[src/sv/bfcr_pkg.sv]
`timescale 1ns / 1ps

package bfcr_pkg;

  localparam int DEPTH_DEF = 64;

  localparam int IN_DATA_W  = 16;
  localparam int IN_USER_W  = 3;
  localparam int OUT_DATA_W = 32;

  localparam int AMOUNT_W = 7;
  localparam int FILL_W   = 7;
  localparam int TALLY_W  = 8;
  localparam int STATUS_W = 2;

  typedef enum logic [2:0] {
    MODE_PUSH    = 3'd0,
    MODE_POP     = 3'd1,
    MODE_DROP    = 3'd2,
    MODE_SAVE    = 3'd3,
    MODE_RESTORE = 3'd4,
    MODE_CLEAR   = 3'd5
  } mode_t;

  localparam logic [STATUS_W-1:0] STAT_OK    = 2'd0;
  localparam logic [STATUS_W-1:0] STAT_FULL  = 2'd1;
  localparam logic [STATUS_W-1:0] STAT_EMPTY = 2'd2;

  typedef struct packed {
    logic accept;
    logic pop_load;
    logic pop_last;
    logic pop_fetch;
  } bfcr_cmd_t;

  typedef struct packed {
    logic                slot_free;
    logic                burst;
    logic [AMOUNT_W-1:0] burst_len;
  } bfcr_stat_t;

endpackage

[src/sv/bfcr_ram.sv]
`timescale 1ns / 1ps

module bfcr_ram #(
  parameter int WIDTH = 8,
  parameter int DEPTH = 64
) (
  input  logic                     clk,
  input  logic                     we,
  input  logic [$clog2(DEPTH)-1:0] wr_addr,
  input  logic [WIDTH-1:0]         wr_data,
  input  logic                     rd_en,
  input  logic [$clog2(DEPTH)-1:0] rd_addr,
  output logic [WIDTH-1:0]         rd_data
);

  logic [WIDTH-1:0] mem_r [DEPTH];
  logic [WIDTH-1:0] rd_data_r;

  always_ff @(posedge clk) begin
    if (we) begin
      mem_r[wr_addr] <= wr_data;
    end
    if (rd_en) begin
      rd_data_r <= mem_r[rd_addr];
    end
  end

  assign rd_data = rd_data_r;

endmodule

[src/sv/bfcr_ctrl.sv]
`timescale 1ns / 1ps

module bfcr_ctrl (
  input  logic                clk,
  input  logic                rst_n,
  input  logic                in_tvalid,
  output logic                in_tready,
  input  bfcr_pkg::bfcr_stat_t stat,
  output bfcr_pkg::bfcr_cmd_t  cmd
);

  import bfcr_pkg::*;

  typedef enum logic {
    S_IDLE,
    S_POP
  } state_t;

  state_t              state_r, state_nxt;
  logic [AMOUNT_W-1:0] cnt_r, cnt_nxt;
  logic                accept;

  assign in_tready = (state_r == S_IDLE) && stat.slot_free;
  assign accept    = in_tready && in_tvalid;

  always_comb begin
    cmd.accept    = accept;
    cmd.pop_load  = (state_r == S_POP) && stat.slot_free;
    cmd.pop_last  = (cnt_r == AMOUNT_W'(1));
    cmd.pop_fetch = (state_r == S_POP) && stat.slot_free && (cnt_r != AMOUNT_W'(1));
  end

  always_comb begin
    state_nxt = state_r;
    cnt_nxt   = cnt_r;
    case (state_r)
      S_IDLE: begin
        if (accept && stat.burst) begin
          state_nxt = S_POP;
          cnt_nxt   = stat.burst_len;
        end
      end
      S_POP: begin
        if (stat.slot_free) begin
          cnt_nxt = cnt_r - AMOUNT_W'(1);
          if (cnt_r == AMOUNT_W'(1)) begin
            state_nxt = S_IDLE;
          end
        end
      end
      default: begin
        state_nxt = S_IDLE;
      end
    endcase
  end

  always_ff @(posedge clk) begin
    if (!rst_n) begin
      state_r <= S_IDLE;
      cnt_r   <= '0;
    end else begin
      state_r <= state_nxt;
      cnt_r   <= cnt_nxt;
    end
  end

endmodule

[src/sv/bfcr_dpath.sv]
`timescale 1ns / 1ps

module bfcr_dpath #(
  parameter int DEPTH = bfcr_pkg::DEPTH_DEF
) (
  input  logic                            clk,
  input  logic                            rst_n,
  input  logic [bfcr_pkg::IN_DATA_W-1:0]  in_tdata,
  input  logic [bfcr_pkg::IN_USER_W-1:0]  in_tuser,
  output logic                            out_tvalid,
  input  logic                            out_tready,
  output logic [bfcr_pkg::OUT_DATA_W-1:0] out_tdata,
  output logic                            out_tlast,
  input  bfcr_pkg::bfcr_cmd_t             cmd,
  output bfcr_pkg::bfcr_stat_t            stat
);

  import bfcr_pkg::*;

  localparam int PW = $clog2(DEPTH);
  localparam int CW = $clog2(DEPTH + 1);

  function automatic logic [PW-1:0] wrap_add(input logic [PW-1:0] pos,
                                             input logic [AMOUNT_W-1:0] n);
    logic [7:0] s;
    s = 8'(pos) + 8'(n);
    if (s >= 8'(DEPTH)) begin
      s = s - 8'(DEPTH);
    end
    return s[PW-1:0];
  endfunction

  mode_t               mode;
  logic [7:0]          push_byte;
  logic [AMOUNT_W-1:0] amount;
  logic [AMOUNT_W-1:0] occ7;
  logic [AMOUNT_W-1:0] take_n;
  logic                full;

  logic [PW-1:0] wr_pos_r, wr_pos_nxt;
  logic [PW-1:0] rd_pos_r, rd_pos_nxt;
  logic [CW-1:0] occ_r, occ_nxt;
  logic [PW-1:0] sv_wr_r, sv_wr_nxt;
  logic [PW-1:0] sv_rd_r, sv_rd_nxt;
  logic [CW-1:0] sv_occ_r, sv_occ_nxt;
  logic [PW-1:0] fetch_r, fetch_nxt;
  logic [AMOUNT_W-1:0] pop_n_r, pop_n_nxt;
  logic [FILL_W-1:0]   pop_fill_r, pop_fill_nxt;

  logic                out_valid_r, out_valid_nxt;
  logic [7:0]          out_byte_r, out_byte_nxt;
  logic                out_last_r, out_last_nxt;
  logic [STATUS_W-1:0] out_status_r, out_status_nxt;
  logic [TALLY_W-1:0]  out_tally_r, out_tally_nxt;
  logic [FILL_W-1:0]   out_fill_r, out_fill_nxt;
  logic                load;

  logic          ram_we;
  logic          ram_rd_en;
  logic [PW-1:0] ram_rd_addr;
  logic [7:0]    ram_rd_data;

  assign mode      = mode_t'(in_tuser);
  assign push_byte = in_tdata[7:0];
  assign amount    = in_tdata[14:8];
  assign occ7      = AMOUNT_W'(occ_r);
  assign take_n    = (amount < occ7) ? amount : occ7;
  assign full      = (occ_r == CW'(DEPTH));

  assign stat.slot_free = !out_valid_r || out_tready;
  assign stat.burst     = (mode == MODE_POP) && (occ_r != '0) && (amount != '0);
  assign stat.burst_len = take_n;

  always_comb begin
    wr_pos_nxt     = wr_pos_r;
    rd_pos_nxt     = rd_pos_r;
    occ_nxt        = occ_r;
    sv_wr_nxt      = sv_wr_r;
    sv_rd_nxt      = sv_rd_r;
    sv_occ_nxt     = sv_occ_r;
    fetch_nxt      = fetch_r;
    pop_n_nxt      = pop_n_r;
    pop_fill_nxt   = pop_fill_r;
    out_byte_nxt   = out_byte_r;
    out_last_nxt   = out_last_r;
    out_status_nxt = out_status_r;
    out_tally_nxt  = out_tally_r;
    out_fill_nxt   = out_fill_r;
    load           = 1'b0;
    ram_we         = 1'b0;
    ram_rd_en      = 1'b0;
    ram_rd_addr    = rd_pos_r;

    if (cmd.accept) begin
      load           = 1'b1;
      out_byte_nxt   = '0;
      out_last_nxt   = 1'b1;
      out_status_nxt = STAT_OK;
      out_tally_nxt  = '0;
      case (mode)
        MODE_PUSH: begin
          if (full) begin
            out_status_nxt = STAT_FULL;
          end else begin
            ram_we     = 1'b1;
            wr_pos_nxt = wrap_add(wr_pos_r, AMOUNT_W'(1));
            occ_nxt    = occ_r + CW'(1);
          end
        end
        MODE_POP: begin
          if (occ_r == '0) begin
            out_status_nxt = STAT_EMPTY;
          end else if (take_n != '0) begin
            load      = 1'b0;
            ram_rd_en = 1'b1;
            fetch_nxt = wrap_add(rd_pos_r, AMOUNT_W'(1));
            pop_n_nxt = take_n;
            if (take_n == occ7) begin
              wr_pos_nxt = '0;
              rd_pos_nxt = '0;
              occ_nxt    = '0;
              sv_wr_nxt  = '0;
              sv_rd_nxt  = '0;
              sv_occ_nxt = '0;
            end else begin
              rd_pos_nxt = wrap_add(rd_pos_r, take_n);
              occ_nxt    = occ_r - CW'(take_n);
            end
            pop_fill_nxt = FILL_W'(occ_nxt);
          end
        end
        MODE_DROP: begin
          if (amount >= occ7) begin
            wr_pos_nxt = '0;
            rd_pos_nxt = '0;
            occ_nxt    = '0;
            sv_wr_nxt  = '0;
            sv_rd_nxt  = '0;
            sv_occ_nxt = '0;
          end else begin
            rd_pos_nxt = wrap_add(rd_pos_r, amount);
            occ_nxt    = occ_r - CW'(amount);
          end
        end
        MODE_SAVE: begin
          out_tally_nxt = TALLY_W'(occ_r) - TALLY_W'(sv_occ_r);
          sv_wr_nxt     = wr_pos_r;
          sv_rd_nxt     = rd_pos_r;
          sv_occ_nxt    = occ_r;
        end
        MODE_RESTORE: begin
          wr_pos_nxt = sv_wr_r;
          rd_pos_nxt = sv_rd_r;
          occ_nxt    = sv_occ_r;
        end
        MODE_CLEAR: begin
          wr_pos_nxt = '0;
          rd_pos_nxt = '0;
          occ_nxt    = '0;
          sv_wr_nxt  = '0;
          sv_rd_nxt  = '0;
          sv_occ_nxt = '0;
        end
        default: begin
        end
      endcase
      out_fill_nxt = FILL_W'(occ_nxt);
    end else if (cmd.pop_load) begin
      load           = 1'b1;
      out_byte_nxt   = ram_rd_data;
      out_last_nxt   = cmd.pop_last;
      out_status_nxt = STAT_OK;
      out_tally_nxt  = TALLY_W'(pop_n_r);
      out_fill_nxt   = pop_fill_r;
      if (cmd.pop_fetch) begin
        ram_rd_en   = 1'b1;
        ram_rd_addr = fetch_r;
        fetch_nxt   = wrap_add(fetch_r, AMOUNT_W'(1));
      end
    end

    if (load) begin
      out_valid_nxt = 1'b1;
    end else if (out_tready) begin
      out_valid_nxt = 1'b0;
    end else begin
      out_valid_nxt = out_valid_r;
    end
  end

  always_ff @(posedge clk) begin
    if (!rst_n) begin
      wr_pos_r    <= '0;
      rd_pos_r    <= '0;
      occ_r       <= '0;
      sv_wr_r     <= '0;
      sv_rd_r     <= '0;
      sv_occ_r    <= '0;
      out_valid_r <= 1'b0;
    end else begin
      wr_pos_r    <= wr_pos_nxt;
      rd_pos_r    <= rd_pos_nxt;
      occ_r       <= occ_nxt;
      sv_wr_r     <= sv_wr_nxt;
      sv_rd_r     <= sv_rd_nxt;
      sv_occ_r    <= sv_occ_nxt;
      out_valid_r <= out_valid_nxt;
    end
  end

  always_ff @(posedge clk) begin
    fetch_r      <= fetch_nxt;
    pop_n_r      <= pop_n_nxt;
    pop_fill_r   <= pop_fill_nxt;
    out_byte_r   <= out_byte_nxt;
    out_last_r   <= out_last_nxt;
    out_status_r <= out_status_nxt;
    out_tally_r  <= out_tally_nxt;
    out_fill_r   <= out_fill_nxt;
  end

  bfcr_ram #(
    .WIDTH (8),
    .DEPTH (DEPTH)
  ) u_ram (
    .clk     (clk),
    .we      (ram_we),
    .wr_addr (wr_pos_r),
    .wr_data (push_byte),
    .rd_en   (ram_rd_en),
    .rd_addr (ram_rd_addr),
    .rd_data (ram_rd_data)
  );

  assign out_tvalid = out_valid_r;
  assign out_tlast  = out_last_r;
  assign out_tdata  = {7'd0, out_fill_r, out_tally_r, out_status_r, out_byte_r};

endmodule

[src/sv/byte_fifo_with_checkpoint_rollback.sv]
`timescale 1ns / 1ps
// Output: each input transfer loads its result into the output register; the first
// byte of a pop passes through the registered byte RAM read before that register.
// Throughput: one operation per cycle when the output is taken every cycle; a pop
// holds off the input until its last byte is loaded, one byte a cycle unless stalled.
// Reset: synchronous, active low; empties the FIFO, zeroes the checkpoint and drops
// any pending result. Byte storage is not cleared.
module byte_fifo_with_checkpoint_rollback #(
  parameter int DEPTH = bfcr_pkg::DEPTH_DEF
) (
  input  logic                            clk,
  input  logic                            rst_n,
  input  logic                            in_tvalid,
  output logic                            in_tready,
  input  logic [bfcr_pkg::IN_DATA_W-1:0]  in_tdata,   // push_byte[7:0], amount[14:8]
  input  logic [bfcr_pkg::IN_USER_W-1:0]  in_tuser,   // mode[2:0]
  output logic                            out_tvalid,
  input  logic                            out_tready,
  output logic [bfcr_pkg::OUT_DATA_W-1:0] out_tdata,  // read_byte[7:0], status[9:8],
                                                      // tally[17:10], fill_level[24:18]
  output logic                            out_tlast
);

  import bfcr_pkg::*;

  bfcr_cmd_t  cmd;
  bfcr_stat_t stat;

  bfcr_ctrl u_ctrl (
    .clk       (clk),
    .rst_n     (rst_n),
    .in_tvalid (in_tvalid),
    .in_tready (in_tready),
    .stat      (stat),
    .cmd       (cmd)
  );

  bfcr_dpath #(
    .DEPTH (DEPTH)
  ) u_dpath (
    .clk        (clk),
    .rst_n      (rst_n),
    .in_tdata   (in_tdata),
    .in_tuser   (in_tuser),
    .out_tvalid (out_tvalid),
    .out_tready (out_tready),
    .out_tdata  (out_tdata),
    .out_tlast  (out_tlast),
    .cmd        (cmd),
    .stat       (stat)
  );

endmodule

[config.mk]
export PLATFORM = sky130hd
export DESIGN_NAME = byte_fifo_with_checkpoint_rollback
export DESIGN_NICKNAME = d
export VERILOG_FILES = /design/src/sv/bfcr_pkg.sv /design/src/sv/bfcr_ram.sv /design/src/sv/bfcr_ctrl.sv /design/src/sv/bfcr_dpath.sv /design/src/sv/byte_fifo_with_checkpoint_rollback.sv
export SDC_FILE = /design/constraint.sdc
export NUM_CORES = 1
export LEC_CHECK = 0
export ABC_CLOCK_PERIOD_IN_PS = 7400
export BUFFER_PORTS_ARGS = -buffer_cell sky130_fd_sc_hd__buf_4
export CAP_MARGIN = 20
export CORE_MARGIN = 4
export CORE_UTILIZATION = 65
export CTS_CLUSTER_DIAMETER = 80
export DETAILED_ROUTE_END_ITERATION = 16
export GPL_ROUTABILITY_DRIVEN = 0
export PLACE_DENSITY = 0.91
export SLEW_MARGIN = 20
export SYNTH_ARGS = -nofsm -noshare
export SYNTH_HDL_FRONTEND = slang
export SYNTH_SLANG_ARGS = --single-unit
[constraint.sdc]
create_clock -name clk -period 7.4 [get_ports clk]
set_input_delay 0 -clock clk [delete_from_list [all_inputs] [get_ports clk]]
set_output_delay 0 -clock clk [all_outputs]
set_load 0.05 [all_outputs]
==> results.md <==
* Max Clock Skew at 0.0530 ns
* Cell Area, Synth at 27,200 um2
* Total leakage power at 10.1 nW
* Num CTS Buffers at 57
* # setup viols final at 0
* Post-DP HPWL at 40,600 um
* Worst-Skew Late Latency at 0.65 ns
* Total grt overflow at 0
* Vias at 18.9k
* Die Area at 45,200 um2
* Initial drt markers at 3,096
* RSZ-0062 raised after global routing: false
* Async set-or-reset flop fraction in the synthesized netlist at 0%
* Largest net degree at the start of global routing at 194
* Final period util at 75.4%
* Clk buf depth at 3
* First-pass GRT wire length at 106,000 um
* Crit path kind: reg -> reg
* Top_reg_cell synth: edfxtp_1
* H-tree Lvls at 2
* Min Tclk post-route at 5.58 ns
* Seq/Total Area, Yosys at 65.5%
* Largest area contributor in the netlist: edfxtp_1
* Gr usage total at 30.4%
* Initial Util at 66.3%
* Synth top area cells: edfxtp_1, a211oi_1, and3_1
* CTS Hold Buffers Added at 19
* DRC viols at 0
* Max Slew Vio Count at 0
* Vias in the first global route at 18.0k
* Synthesized netlist cell count at 2,059
* Worst EP required at 7.77 ns
* Initial antenna violation count at 0
* WL final at 70,500 um
* MaxCap Viol Count at 0
* Final Hold Fails at 0
* Final cell count without fillers at 2,628
* PD cells at 261 nW/um2
* Status: complete, no violations
* I/O Buffers at 49
* Nets@finish at 2,110
* Worst-path fanout max at 48
* Antenna cells at 0
* Hold slack at 0.0530 ns
* Die Ht at 213 um
* Max IR drop VDD at 210 uV
* # resized after CTS at 0
* Core Area at 41,100 um2
* Crit end category: flop
* Startpoint types: flop
* Clock root buffer: clkbuf_16
* Count of cell types in the netlist at 83
* Row cnt at 74
* FMAX at 179 MHz
* Placed Instances at 2,503
* # Post-CTS Setup Buffers at 0
* Die width at 213 um
* Syn Area/Cell at 13.2 um2
* Synthesis-to-layout area growth at 9.81%
* YS warnings at 0
* WP data arrival at 5.95 ns
* Yosys top cell area share at 61.4%
* Max_slew headroom at 25.8%
* Share of layout cells above drive strength 1 at 8.73%
* Setup TNS at 0 ns
* Routed WL per cell at 26.8 um
* Clock sinks at 613
* Routed Antenna Nets at 0
* Number of synthesized flops with an enable pin at 557
* Synth Register Bits at 613
* Worst Tran Pin Value at 1.08 ns
* CTS tree: done
* Router iterations before antenna repair at 7
* # IOs at 58
* CTS clk-pin slew, worst paths at 0.07 ns
* Vias/cell at 7.21
* Worst min path class: in -> reg
-- cell usage after synthesis (9+ instances only) --
cell type,instances
edfxtp_1,557
a211oi_1,205
and3_1,204
nor2_1,151
clkbuf_1,110
mux2i_1,94
nand2_1,78
dfxtp_1,56
a21oi_1,52
a2111oi_0,50
o21ai_0,49
inv_1,46
ha_1,33
nand3_1,30
buf_2,25
o22ai_1,22
xnor2_1,22
nor3_1,18
o2bb2ai_1,17
a2111o_1,16
a21o_1,15
buf_4,13
or3_1,13
nor4_1,12
nor2b_1,11
xor2_1,11
buf_1,10
and2_1,9
nand2b_1,9
-- power by group --
| part | switching (mW) | total (mW) | internal (mW) | leakage [nW] |
|---|---|---|---|---|
| registers | 0.0335 | 3.84 | 3.81 | 5.48 |
| logic | 0.631 | 0.924 | 0.294 | 3.68 |
| clock network | 1.31 | 3.03 | 1.72 | 0.921 |
| total | 1.98 | 7.80 | 5.82 | 10.1 |
-- worst max-delay path: stages (launching register included) --
cell and delay (ns):
dfxtp_1 0.68, inv_2 0.14, nor2_1 0.69, nand2_2 0.51, mux2i_4 0.70, buf_4 0.65
a211oi_1 0.12, a2111oi_0 0.89, o22ai_1 0.34, nor4_1 0.59
-- area by class of cell --
| class | count | area (um2) |
|---|---|---|
| sequential | 613 | 17800 |
| fill | 2313 | 11200 |
| multi-input combinational | 1244 | 8580 |
| clock buffer | 74 | 1540 |
| timing repair buffer | 87 | 726 |
| tap | 532 | 666 |
| clock inverter | 31 | 379 |
| inverter | 47 | 176 |
-- placed cells by master, fill, tap and decap left out, types with 7 or more instances in the layout --
master / n
nor2_1: 151
a21oi_1: 52
buf_4: 65
o21ai_0: 48
bufinv_16: 7
xnor2_1: 22
a211oi_1: 205
dlygate4sd3_1: 19
conb_1: 7
clkbuf_1: 12
xor2_1: 11
o2bb2ai_1: 17
clkinv_1: 10
o22ai_1: 22
nor4_1: 12
a2111o_1: 16
nor3_1: 18
dfxtp_1: 56
nand2_1: 78
clkbuf_16: 57
nand2b_1: 9
and3_1: 204
nor2b_1: 11
and2_1: 9
mux2i_1: 94
inv_1: 46
edfxtp_1: 557
nand3_1: 30
ha_1: 33
a2111oi_0: 49
or3_1: 13
a21o_1: 15
-- worst paths after layout --
path	startpoint	endpoint	slack [ns]	cells after the start
max	u_ctrl.state_r	u_dpath.u_ram.rd_data[6]	1.82	9
min	in_tdata[13]	u_ctrl.state_r	0.05	4
max reg2reg	u_ctrl.state_r	u_dpath.u_ram.rd_data[6]	1.82	9
min reg2reg	u_dpath.out_byte_r[3]	u_dpath.out_byte_r[3]	0.46	2
-- flip-flops by register name, summed over array words and instances (netlist names), 7 cells and up --
| name | count |
|---|---|
| u_dpath.pop_fill_r | 7 |
| u_dpath.out_byte_r | 8 |
| u_dpath.occ7 | 7 |
| u_ctrl.cnt_r | 7 |
| u_dpath.out_tally_r | 8 |
| u_dpath.u_ram.mem_r | 512 |
| u_dpath.out_fill_r | 7 |
| u_dpath.pop_n_r | 7 |
| u_dpath.u_ram.rd_data | 8 |
| u_dpath.sv_occ_r | 7 |
-- kinds of logic (layout without fill, tap and decap cells) --
group	count (synthesis)	after routing	share of synthesized area, %
xor gates and xnor gates	33	33	1.06
muxes	99	99	3.70
AOI/OAI and AO/OA	499	499	13.6
DFF	613	613	65.5
buffers and inverters	208	239	3.26
and+or+nand+nor	568	568	11.0
other	1	7	0.0138
adders and majority gates	38	38	1.85
-- per-stage QoR --
stage	utilization [%]	total power, mW	worst slack (ns)	area, um2
final	72.8	7.80	1.82	29900
after global routing	72.8	7.99	1.62	29900
after CTS	72.7	7.75	2.06	29900
after detailed placement	67.6	4.78	2.23	27800
after global placement	67.6	4.73	2.26	27800
after floorplan	-	4.50	3.46	27300
-- routing by layer --
metal	GRT usage, %	share of wire [%]	up-vias
li1	-	-	8029
met1	39.6	35	9060
met2	49.5	47	1551
met5	0	0	-
met3	8.21	13	297
met4	12.1	5.0	0
Note: power is estimated with default switching activity, not from simulation.
